### src/sv/aes_pkg.sv
// Shared types, constants and GF(2^8) helpers for the AES block cipher
package aes_pkg;

  localparam int unsigned RkDepth = 60;
  localparam int unsigned RkAw    = 6;

  typedef enum logic [2:0] {
    CFG_KEY_SIZE = 3'd0,
    CFG_KEY_W0   = 3'd1,
    CFG_KEY_W1   = 3'd2,
    CFG_KEY_W2   = 3'd3,
    CFG_KEY_W3   = 3'd4
  } cfg_idx_t;

  // round unit operation select
  typedef enum logic [2:0] {
    OP_ADD     = 3'd0,
    OP_ENC     = 3'd1,
    OP_ENC_FIN = 3'd2,
    OP_DEC     = 3'd3,
    OP_DEC_FIN = 3'd4
  } op_t;

  function automatic logic [7:0] xtime(input logic [7:0] b);
    xtime = {b[6:0], 1'b0} ^ (b[7] ? 8'h1b : 8'h00);
  endfunction

  function automatic logic [7:0] sbox(input logic [7:0] x);
    logic [7:0] t [256];
    t = '{
      8'h63,8'h7c,8'h77,8'h7b,8'hf2,8'h6b,8'h6f,8'hc5,8'h30,8'h01,8'h67,8'h2b,8'hfe,8'hd7,8'hab,8'h76,
      8'hca,8'h82,8'hc9,8'h7d,8'hfa,8'h59,8'h47,8'hf0,8'had,8'hd4,8'ha2,8'haf,8'h9c,8'ha4,8'h72,8'hc0,
      8'hb7,8'hfd,8'h93,8'h26,8'h36,8'h3f,8'hf7,8'hcc,8'h34,8'ha5,8'he5,8'hf1,8'h71,8'hd8,8'h31,8'h15,
      8'h04,8'hc7,8'h23,8'hc3,8'h18,8'h96,8'h05,8'h9a,8'h07,8'h12,8'h80,8'he2,8'heb,8'h27,8'hb2,8'h75,
      8'h09,8'h83,8'h2c,8'h1a,8'h1b,8'h6e,8'h5a,8'ha0,8'h52,8'h3b,8'hd6,8'hb3,8'h29,8'he3,8'h2f,8'h84,
      8'h53,8'hd1,8'h00,8'hed,8'h20,8'hfc,8'hb1,8'h5b,8'h6a,8'hcb,8'hbe,8'h39,8'h4a,8'h4c,8'h58,8'hcf,
      8'hd0,8'hef,8'haa,8'hfb,8'h43,8'h4d,8'h33,8'h85,8'h45,8'hf9,8'h02,8'h7f,8'h50,8'h3c,8'h9f,8'ha8,
      8'h51,8'ha3,8'h40,8'h8f,8'h92,8'h9d,8'h38,8'hf5,8'hbc,8'hb6,8'hda,8'h21,8'h10,8'hff,8'hf3,8'hd2,
      8'hcd,8'h0c,8'h13,8'hec,8'h5f,8'h97,8'h44,8'h17,8'hc4,8'ha7,8'h7e,8'h3d,8'h64,8'h5d,8'h19,8'h73,
      8'h60,8'h81,8'h4f,8'hdc,8'h22,8'h2a,8'h90,8'h88,8'h46,8'hee,8'hb8,8'h14,8'hde,8'h5e,8'h0b,8'hdb,
      8'he0,8'h32,8'h3a,8'h0a,8'h49,8'h06,8'h24,8'h5c,8'hc2,8'hd3,8'hac,8'h62,8'h91,8'h95,8'he4,8'h79,
      8'he7,8'hc8,8'h37,8'h6d,8'h8d,8'hd5,8'h4e,8'ha9,8'h6c,8'h56,8'hf4,8'hea,8'h65,8'h7a,8'hae,8'h08,
      8'hba,8'h78,8'h25,8'h2e,8'h1c,8'ha6,8'hb4,8'hc6,8'he8,8'hdd,8'h74,8'h1f,8'h4b,8'hbd,8'h8b,8'h8a,
      8'h70,8'h3e,8'hb5,8'h66,8'h48,8'h03,8'hf6,8'h0e,8'h61,8'h35,8'h57,8'hb9,8'h86,8'hc1,8'h1d,8'h9e,
      8'he1,8'hf8,8'h98,8'h11,8'h69,8'hd9,8'h8e,8'h94,8'h9b,8'h1e,8'h87,8'he9,8'hce,8'h55,8'h28,8'hdf,
      8'h8c,8'ha1,8'h89,8'h0d,8'hbf,8'he6,8'h42,8'h68,8'h41,8'h99,8'h2d,8'h0f,8'hb0,8'h54,8'hbb,8'h16};
    sbox = t[x];
  endfunction

  function automatic logic [7:0] isbox(input logic [7:0] x);
    logic [7:0] t [256];
    t = '{
      8'h52,8'h09,8'h6a,8'hd5,8'h30,8'h36,8'ha5,8'h38,8'hbf,8'h40,8'ha3,8'h9e,8'h81,8'hf3,8'hd7,8'hfb,
      8'h7c,8'he3,8'h39,8'h82,8'h9b,8'h2f,8'hff,8'h87,8'h34,8'h8e,8'h43,8'h44,8'hc4,8'hde,8'he9,8'hcb,
      8'h54,8'h7b,8'h94,8'h32,8'ha6,8'hc2,8'h23,8'h3d,8'hee,8'h4c,8'h95,8'h0b,8'h42,8'hfa,8'hc3,8'h4e,
      8'h08,8'h2e,8'ha1,8'h66,8'h28,8'hd9,8'h24,8'hb2,8'h76,8'h5b,8'ha2,8'h49,8'h6d,8'h8b,8'hd1,8'h25,
      8'h72,8'hf8,8'hf6,8'h64,8'h86,8'h68,8'h98,8'h16,8'hd4,8'ha4,8'h5c,8'hcc,8'h5d,8'h65,8'hb6,8'h92,
      8'h6c,8'h70,8'h48,8'h50,8'hfd,8'hed,8'hb9,8'hda,8'h5e,8'h15,8'h46,8'h57,8'ha7,8'h8d,8'h9d,8'h84,
      8'h90,8'hd8,8'hab,8'h00,8'h8c,8'hbc,8'hd3,8'h0a,8'hf7,8'he4,8'h58,8'h05,8'hb8,8'hb3,8'h45,8'h06,
      8'hd0,8'h2c,8'h1e,8'h8f,8'hca,8'h3f,8'h0f,8'h02,8'hc1,8'haf,8'hbd,8'h03,8'h01,8'h13,8'h8a,8'h6b,
      8'h3a,8'h91,8'h11,8'h41,8'h4f,8'h67,8'hdc,8'hea,8'h97,8'hf2,8'hcf,8'hce,8'hf0,8'hb4,8'he6,8'h73,
      8'h96,8'hac,8'h74,8'h22,8'he7,8'had,8'h35,8'h85,8'he2,8'hf9,8'h37,8'he8,8'h1c,8'h75,8'hdf,8'h6e,
      8'h47,8'hf1,8'h1a,8'h71,8'h1d,8'h29,8'hc5,8'h89,8'h6f,8'hb7,8'h62,8'h0e,8'haa,8'h18,8'hbe,8'h1b,
      8'hfc,8'h56,8'h3e,8'h4b,8'hc6,8'hd2,8'h79,8'h20,8'h9a,8'hdb,8'hc0,8'hfe,8'h78,8'hcd,8'h5a,8'hf4,
      8'h1f,8'hdd,8'ha8,8'h33,8'h88,8'h07,8'hc7,8'h31,8'hb1,8'h12,8'h10,8'h59,8'h27,8'h80,8'hec,8'h5f,
      8'h60,8'h51,8'h7f,8'ha9,8'h19,8'hb5,8'h4a,8'h0d,8'h2d,8'he5,8'h7a,8'h9f,8'h93,8'hc9,8'h9c,8'hef,
      8'ha0,8'he0,8'h3b,8'h4d,8'hae,8'h2a,8'hf5,8'hb0,8'hc8,8'heb,8'hbb,8'h3c,8'h83,8'h53,8'h99,8'h61,
      8'h17,8'h2b,8'h04,8'h7e,8'hba,8'h77,8'hd6,8'h26,8'he1,8'h69,8'h14,8'h63,8'h55,8'h21,8'h0c,8'h7d};
    isbox = t[x];
  endfunction

  function automatic logic [31:0] sub_word(input logic [31:0] w);
    sub_word = {sbox(w[31:24]), sbox(w[23:16]), sbox(w[15:8]), sbox(w[7:0])};
  endfunction

endpackage

### src/sv/aes_inv_mix.sv
// InvMixColumns on one 32-bit word, for equivalent-inverse round keys
module aes_inv_mix import aes_pkg::*; (
  input  logic [31:0] w,
  output logic [31:0] r
);

  logic [7:0] a [4];
  logic [7:0] x [4];
  logic [7:0] y [4];
  logic [7:0] z [4];

  always_comb begin
    for (int k = 0; k < 4; k++) begin
      a[k] = w[31 - 8*k -: 8];
      x[k] = xtime(a[k]);
      y[k] = xtime(x[k]);
      z[k] = xtime(y[k]);
    end
    r[31:24] = (z[0]^y[0]^x[0]) ^ (z[1]^x[1]^a[1]) ^ (z[2]^y[2]^a[2]) ^ (z[3]^a[3]);
    r[23:16] = (z[0]^a[0]) ^ (z[1]^y[1]^x[1]) ^ (z[2]^x[2]^a[2]) ^ (z[3]^y[3]^a[3]);
    r[15:8]  = (z[0]^y[0]^a[0]) ^ (z[1]^a[1]) ^ (z[2]^y[2]^x[2]) ^ (z[3]^x[3]^a[3]);
    r[7:0]   = (z[0]^x[0]^a[0]) ^ (z[1]^y[1]^a[1]) ^ (z[2]^a[2]) ^ (z[3]^y[3]^x[3]);
  end

endmodule

### config.mk
export PLATFORM = sky130hd
export DESIGN_NAME = aes_inv_mix
export DESIGN_NICKNAME = d
export VERILOG_FILES = /design/src/sv/aes_pkg.sv /design/src/sv/aes_inv_mix.sv
export SDC_FILE = /design/constraint.sdc
export NUM_CORES = 1
export LEC_CHECK = 0
export ABC_AREA = 0
export BUFFER_PORTS_ARGS = -buffer_cell sky130_fd_sc_hd__buf_2
export CORE_MARGIN = 2
export CORE_UTILIZATION = 35
export DETAILED_ROUTE_END_ITERATION = 7
export REMOVE_ABC_BUFFERS = 1
export SYNTH_ARGS = -nofsm -noshare
export SYNTH_HDL_FRONTEND = slang
export SYNTH_SLANG_ARGS = --single-unit
### constraint.sdc
create_clock -name vclk -period 2.62
set_clock_uncertainty 0.05 [all_clocks]
set_input_delay 0.393 -clock vclk [all_inputs]
set_output_delay 0.393 -clock vclk [all_outputs]
set_load 0.03 [all_outputs]
### Yosys cells after proc, flatten, opt, wreduce, memory -nomap -nowiden

Index checks and enable logic that the tools add are counted.
Widths: inputs -> output; s select.

* muxes and demuxes: 12
* bitwise logic cells: 48

Operators with widths (count)
* $xor 8x8->8: 36
* $xor 8x5->8: 12
* $mux 5: 12

* bits of input ports: 32
* bits in registers: 0
* output and inout bits: 32
* logic and storage cells: 60

### Depth between registers and ports, before layout

Gate-level depths: netlist of run 1.

* depth in word-level cells: 11
* gate-level depth with buffers: 5
* gate-level depth less buffers: 4

### Worst setup path after synthesis of run 1

No wires, ideal clock.

* path kind: input-to-output
* from: in w[14]
* to: out r[13]
* path buffers: 1
* required time: 2.177 ns
* arrival time: 2.181 ns
* stages on the path: 5
* path slack: -0.004 ns
* cells stage by stage: buf_2 xnor2_1 xnor3_1 xnor3_1 xnor2_1

* cells in the longest elaborated chain, start to end: 8

RTL lines
* from (decl): RTL line aes_inv_mix.sv:3 `input logic [31:0] w,`
* $xor 8x5->8: RTL line aes_pkg.sv:25 `xtime = {b[6:0], 1'b0} ^ (b[7] ? 8'h1b : 8'h00);`
* $mux 5: RTL line aes_pkg.sv:25
* $xor 8x5->8 (2 in series): RTL line aes_pkg.sv:25
* $xor 8x8->8 (4 in series): RTL line aes_inv_mix.sv:21 `r[15:8] = (z[0]^y[0]^a[0]) ^ (z[1]^a[1]) ^ (z[2]^y[2]^x[2]) ^ (z[3]^x[3]^a[3]);`
* to (decl): RTL line aes_inv_mix.sv:4 `output logic [31:0] r`

Every way passes these cells.

### Final worst setup path of run 1

Same ends and word-level chain as after synthesis.

==> results of run 1 <==
==> worst max-delay path, stage by stage <==
cell and delay (ns):
buf_2 0.28, xnor2_2 0.18, xnor3_1 0.48, xnor3_1 0.42
xnor2_1 0.14, buf_2 0.21
==> per-layer routing <==
metal	part of all wire [%]	routed length, µm	vias to the layer above
li1	-	-	785
met3	4.8	284	6
met4	1.1	63	0
met2	51	3037	49
met1	43	2526	756
met5	0	0	-
==> kinds of logic after synthesis <==
| family | Yosys count | share of synthesized area [%] |
|---|---|---|
| XOR/XNOR | 181 | 95.35 |
| buffers and inverters | 19 | 4.652 |
==> timing repair <==
item                       CTS  global route
pin swaps                    0             1
setup endpoints to repair    2             5
resized for setup            2             5
==> through the flow <==
| stage | setup TNS (ns) | util, % | area, µm² |
|---|---|---|---|
| final | 0 | 46.09 | 2927 |
| after detailed placement | -0.03838 | 45.26 | 2874 |
| after global placement | -0.03367 | 45.26 | 2874 |
| after global routing | 0 | 46.09 | 2927 |
| after CTS | 0 | 45.50 | 2889 |
| after floorplan | 0 | - | 2180 |
==> final cells by class <==
type / count / share of cell area [%]
tap: 77 / 3.292
timing repair buffer: 101 / 20.44
multi-input combinational: 181 / 76.27
==> power by group through the flow <==
stage / combinational [W] / clock, W / sequential, W
after floorplan: 0.00201 / 0 / 0
after global placement: 0.00271 / 0 / 0
after detailed placement: 0.00271 / 0 / 0
after CTS: 0.00273 / 0 / 0
after global routing: 0.00287 / 0 / 0
final: 0.00272 / 0 / 0
==> worst max path at each step <==
stage                       end  slack (ns)  cells past startpoint
after global placement    r[13]       -0.03                      6
after floorplan           r[13]        0.18                      4
after global routing      r[28]       0.002                      6
final                     r[13]        0.07                      6
after detailed placement  r[13]       -0.02                      6
after CTS                 r[20]        0.05                      7
==> layout by cell type (no fill, tap or decap) <==
cell type and count:
xnor2_1 106, buf_2 64, buf_4 37, xnor3_1 33, xor2_1 24, xnor2_2 7
xor3_1 5, xor2_2 4, xnor2_4 1, xor3_2 1
==> reports/metrics.cfg, run 1 <==
[placed_design]
port_buffers=64
hpwl_um=5182
place_congestion=0.8559
place_inst=359
place_ws_ns=-0.02170

[layout]
fillers=618
diodes=0
drive_above_1_share_pct=40.43
design.seq.count=0
finalNonFillerCells=359
register_area_um2=0
area_growth_pct=28.02
final_nets=316
multi_input_area_um2=2232
clkbuf_count=0

[sta]
fmax_mhz=392.0
period_minus_slack_ns=2.551
report.final.setup_viol=0
worstMarginPinSlew_ns=0.4772
relSlewSlack_pct=67.96
final_hold_viol_count=0
rsz0062_at_grt=no
fin_ws_ns=0.06918
fin_crit_sh_pct=97.36
slew_violations=0
whs_ns=1.263

[route]
ant_nets=0
dr.pass1.iters=4
drc=0
routed_wl_um=5912
viasPerCell=4.446
num_vias=1596
drt-wirelength-per-cell_um=16.47
drt_iter0_markers=70

[synthesis]
yosysWarnings=0
syn-cell-area_um2=2286
synth_area_per_cell_um2=11.43
synth.most_common_cell=xnor2_1
seq_area_frac_synth_pct=0
netlist_top_cells_area=xnor2_1 43%, xnor3_1 33%, xor2_1 10%, xor3_1 5.2%, buf_2 2.2%
synthDistinctLibCells=12
synthTopCellsByCount=111 x xnor2_1, 33 x xnor3_1, 26 x xor2_1
syn_inst=200
yosys.area.top_type_share_pct=42.53
yosysTopAreaCell=xnor2_1

[grt]
grt_first_pass_wirelength_um=9087
met1_usage_pct=21.88
grt_busiest_layer=met2
grt_pass1_vias=1689
met3_usage_pct=0.8755
antenna_found_initial=0
grt_use_total_pct=16.46
grt_max_degree=8
use_met2_pct=30.64
grt_overflow=0

[die]
core_area_um2=6350
num_io_pins=64
die-area_um2=7194
die_y_um=84.82
dieWidth_um=84.82
initial_core_util_pct=36.00
rows=29

[critical_path]
cp_max_fo=7
crit_start=w[14]
cp-start-kind=input pin
cp-end-kind=output pin
worstPathRequired_ns=2.18
cp.arrival_ns=2.11
critPathKind=in2out

[outcome]
outcome=completed

[run]
maxCapViolCount=0

[cts]
postCtsHoldBufs=0
cts_setup_buffers=0

[power_and_ir_drop]
p_seq_share_pct=0
total_power_w=0.002715
ir_drop_uv=767.0
netSwitchingPower_w=0.001546
clockPowerShare_pct=0
p_int_w=0.001169
swShare_pct=56.94
p_leak_nw=1.444
powerDensity_nw_per_um2=927.8
comb_power_share_pct=100.0

[min_path]
worstHoldStart=w[25]
hold_end=r[2]
hold_class=in2out
min_path_cells=4

Note: power is estimated with default switching activity, not from simulation.
==> run 2, diff against run 1 <==
--- a/config.mk
+++ b/config.mk
@@ -8,8 +8,10 @@
 export ABC_AREA = 0
 export BUFFER_PORTS_ARGS = -buffer_cell sky130_fd_sc_hd__buf_2
 export CORE_MARGIN = 2
-export CORE_UTILIZATION = 35
+export CORE_UTILIZATION = 41
 export DETAILED_ROUTE_END_ITERATION = 7
+export GPL_TIMING_DRIVEN = 0
+export PLACE_DENSITY = 0.65
 export REMOVE_ABC_BUFFERS = 1
 export SYNTH_ARGS = -nofsm -noshare
 export SYNTH_HDL_FRONTEND = slang
==> run 2 against run 1 <==
  * Utilization rose by 5.6 points
  * Die area fell by 14%
  * Maximum frequency fell by 1.2%
  * Combinational power fell by 1%
  * First-iteration DRC count fell by 40%
  * Critical path depth did not move
  * Via count fell by 5.8%
  * Flip-flop and latch count did not move
  * Hold slack got worse by 0.023 ns
==> reports/metrics.cfg, run 2 (synthesis results as in run 1) <==
[sta]
relSlewSlack_pct=65.43
fin_crit_sh_pct=98.53
worstMarginPinSlew_ns=0.5167
final_hold_viol_count=0
period_minus_slack_ns=2.581
slew_violations=0
fin_ws_ns=0.03854
setup-tns-final_ns=0
fmax_mhz=387.4
rsz0062_at_grt=yes
report.final.setup_viol=0

[critical_path]
cpLargestDelayFamily=XOR/XNOR gates
worstPathRequired_ns=2.18
critPathKind=in2out
cp.arrival_ns=2.14
crit_chain=buf_2 > xor3_2 > xnor3_1 > xor2_2 > xnor3_1 > buf_2
path_depth=6
crit_end=r[27]
cp-start-kind=input pin
cp_max_fo=4
crit_start=w[3]
slowest_delay_ns=0.50
critPathBufInv=2
cp-end-kind=output pin
critical_path.slowest_cell=xor3_2

[placed_design]
place_ws_ns=-0.3069
placed_area_um2=2590
port_buffers=64
place_congestion=0.8026
hpwl_um=4487

[run]
maxCapViolCount=0

[layout]
area_growth_pct=23.10
multi_input_area_um2=2354
clkbuf_count=0
register_area_um2=0
fin_area_um2=2814
final_common_cell=xnor2_1
drive_above_1_share_pct=39.04
diodes=0
layout_common_cells=98 x xnor2_1, 62 x buf_2, 31 x xnor3_1
final_nets=285
design.seq.count=0
fillers=508

[power_and_ir_drop]
ir_drop_uv=660.0
comb_power_share_pct=100.0
p_seq_share_pct=0
p_leak_nw=1.351
netSwitchingPower_w=0.001555
swShare_pct=57.99
total_power_w=0.002682
clockPowerShare_pct=0
powerDensity_nw_per_um2=953.2
p_int_w=0.001127

[grt]
grt_use_total_pct=17.88
grt_overflow=0
antenna_found_initial=0
grt_first_pass_wirelength_um=8404
grt_max_degree=10
grt_pass1_vias=1506

[min_path]
hold_class=in2out

[die]
core_area_um2=5439
rows=27
die-area_um2=6189
die_y_um=78.67
initial_core_util_pct=42.03
num_io_pins=64
dieWidth_um=78.67

[route]
num_vias=1503
dr.pass1.iters=4
drt-wirelength-per-cell_um=16.93
drc=0
routed_wl_um=5469
drt_iter0_markers=42
viasPerCell=4.653
ant_nets=0

[outcome]
outcome=completed

## run 2: cell types whose count changed in the layout (fill, tap and decap cells not counted)
cell and delta:
xnor2_1 -8, xor3_1 -2, xor2_1 -3, buf_2 -2
buf_4 -29, xor2_4 +1, xnor3_1 -2, xor2_2 +2
xnor2_2 +6, xor3_2 +2, xnor3_2 +2, xnor2_4 +2
## run 2: worst min-delay path by stage
| stage | from | end | depth (start not counted) |
|---|---|---|---|
| finish | w[25] | r[2] | 4 |
| global route | w[25] | r[2] | 4 |
| CTS | w[25] | r[2] | 4 |
| detailed placement | w[25] | r[2] | 4 |
| global placement | w[25] | r[2] | 4 |
| floorplan | w[25] | r[2] | 2 |
## run 2: power by group through the flow
stage | registers [W] | logic (W) | clock network (W)
after global placement | 0 | 0.00257 | 0
after global routing | 0 | 0.00285 | 0
after CTS | 0 | 0.00261 | 0
final | 0 | 0.00268 | 0
after detailed placement | 0 | 0.00258 | 0
after floorplan | 0 | 0.00201 | 0
## run 2: metal layers
metal	global-route usage (%)	share of wire, %	routed length [µm]	vias up
met5	0	0	0	-
met4	1.053	0.66	36	0
met3	0.5747	4.6	251	2
met2	30.77	49	2666	50
met1	26.21	46	2515	724
li1	-	-	-	727
## run 2: layout make-up
cell class,instances,share of cell area [%]
well taps,72,3.201
repair buffers,70,13.16
multi-input cells,181,83.64
## run 2: tightest hold or removal path, cell delays in order
cell and delay (ns):
buf_2 0.14, xnor2_1 0.14, xor2_1 0.06, buf_2 0.17
## run 2: repair_timing
action,in CTS,in global routing
pin swaps,5,2
hold buffers,0,0
setup buffers,2,4
endpoints found under the setup margin,10,10
gates resized for setup,7,20
endpoints found under the hold margin,0,0
## run 2: stage by stage
stage,util [%],hold slack [ns],std cells
detailed placement,47.62,1.246,317
floorplan,-,1.027,181
global route,51.74,1.288,323
global placement,47.62,1.234,317
CTS,48.63,1.251,319
finish,51.74,1.240,323
==> run 3, diff against run 2 <==
--- a/config.mk
+++ b/config.mk
@@ -7,11 +7,12 @@
 export LEC_CHECK = 0
 export ABC_AREA = 0
 export BUFFER_PORTS_ARGS = -buffer_cell sky130_fd_sc_hd__buf_2
+export CAP_MARGIN = 25
 export CORE_MARGIN = 2
-export CORE_UTILIZATION = 41
+export CORE_UTILIZATION = 39
 export DETAILED_ROUTE_END_ITERATION = 7
 export GPL_TIMING_DRIVEN = 0
-export PLACE_DENSITY = 0.65
+export PLACE_DENSITY = 0.69
 export REMOVE_ABC_BUFFERS = 1
 export SYNTH_ARGS = -nofsm -noshare
 export SYNTH_HDL_FRONTEND = slang
==> run 3 against run 2 <==
  * Routed wire length up 0.93%
  * Worst setup slack better by 0.00090 ns
  * Non-clock buffer count up 5
  * Total power up 0.76%
  * Maximum frequency about the same
  * Die area up 4.9%
  * Design area up 0.98%
  * Utilization down 0.76 points
  * Largest cell class unchanged
==> reports/metrics.cfg, run 3 (synthesis results as in run 1) <==
[power_and_ir_drop]
p_int_w=0.001150
clockPowerShare_pct=0
netSwitchingPower_w=0.001552
comb_power_share_pct=100.0
ir_drop_uv=760.1
swShare_pct=57.44
p_leak_nw=1.363
p_seq_share_pct=0
powerDensity_nw_per_um2=951.1

[die]
num_io_pins=64
initial_core_util_pct=41.01
core_area_um2=5574
die_y_um=80.56
dieWidth_um=80.56
rows=27
die-area_um2=6490

[grt]
grt_max_degree=10
grt_overflow=0
grt_use_total_pct=17.16
grt_first_pass_wirelength_um=8397
grt_pass1_vias=1550
antenna_found_initial=0

[critical_path]
crit_start=w[6]
cp-start-kind=input pin
cp_max_fo=7
cp-end-kind=output pin
cp.arrival_ns=2.14
critPathKind=in2out
worstPathRequired_ns=2.18

[layout]
register_area_um2=0
drive_above_1_share_pct=39.84
final_common_cell=xnor2_1
clkbuf_count=0
area_growth_pct=24.30
fin_area_um2=2841
design.seq.count=0
diodes=0
layout_common_cells=101 x xnor2_1, 55 x buf_2, 29 x xnor3_1
final_nets=290

[sta]
final_hold_viol_count=0
report.final.setup_viol=0
period_minus_slack_ns=2.581
fmax_mhz=387.5
slew_violations=0
fin_crit_sh_pct=98.49
relSlewSlack_pct=67.30
setup-tns-final_ns=0
worstMarginPinSlew_ns=0.4870

[route]
dr.pass1.iters=4
drt-wirelength-per-cell_um=16.83
num_vias=1500
drc=0
routed_wl_um=5520
viasPerCell=4.573
ant_nets=0
drt_iter0_markers=51

[run]
maxCapViolCount=0

[placed_design]
placed_area_um2=2590
port_buffers=64
place_congestion=0.8231
hpwl_um=4502

[min_path]
min_path_cells=4
hold_end=r[2]
worstHoldStart=w[25]
hold_class=in2out

[outcome]
outcome=completed

## run 3: cell count changes in the layout (fill, tap and decap cells not counted), sizes merged
cell | previous run | this run
buf | 70 | 71
clkbuf | 0 | 4
## run 3: area by class of cell
class / instances / area, µm²
fill: 519 / 2733
timing repair buffer: 75 / 429.2
multi-input combinational: 181 / 2322
tap: 72 / 90.09
## run 3: layer usage
metal / part of all wire (%) / vias up / track usage (%)
met3: 4.4 / 0 / 0.7865
met5: 0 / - / 0
met2: 53 / 42 / 33.25
met1: 43 / 727 / 22.24
met4: 0 / 0 / 0
li1: - / 731 / -
## run 3: per-stage QoR
stage	util, %	setup slack [ns]	std cells	hold slack [ns]	power (W)
2_1_floorplan	-	0.1789	181	1.027	0.002011
3_3_place_gp	46.46	-0.1630	317	1.260	0.002577
3_5_place_dp	46.46	-0.1462	317	1.256	0.002586
4_1_cts	47.92	0.0005389	320	1.257	0.002633
5_1_grt	50.98	-0.02548	328	1.301	0.002867
6_report	50.98	0.03944	328	1.257	0.002703
## run 3: worst max-delay path by stage
stage	depth (start not counted)	slack [ns]	to
floorplan	4	0.18	r[13]
global placement	6	-0.16	r[19]
detailed placement	6	-0.15	r[19]
CTS	6	0.0005	r[20]
global route	6	-0.03	r[5]
finish	6	0.04	r[3]
## run 3: critical path: stages
cell	delay, ns
buf_4	0.17
xor3_2	0.50
xnor3_2	0.30
xnor2_4	0.25
xnor3_1	0.33
buf_2	0.18
## run 3: power groups by stage
stage / registers [W] / clock network [W] / logic (W)
3_5_place_dp: 0 / 0 / 0.00259
5_1_grt: 0 / 0 / 0.00287
3_3_place_gp: 0 / 0 / 0.00258
6_report: 0 / 0 / 0.00270
4_1_cts: 0 / 0 / 0.00263
2_1_floorplan: 0 / 0 / 0.00201
## run 3: what timing repair did
item                       4_1_cts  5_1_grt
setup buffers                    3        8
setup endpoints to repair        5       12
hold buffers                     0        0
pin swaps                        6       11
resized for setup               11       24
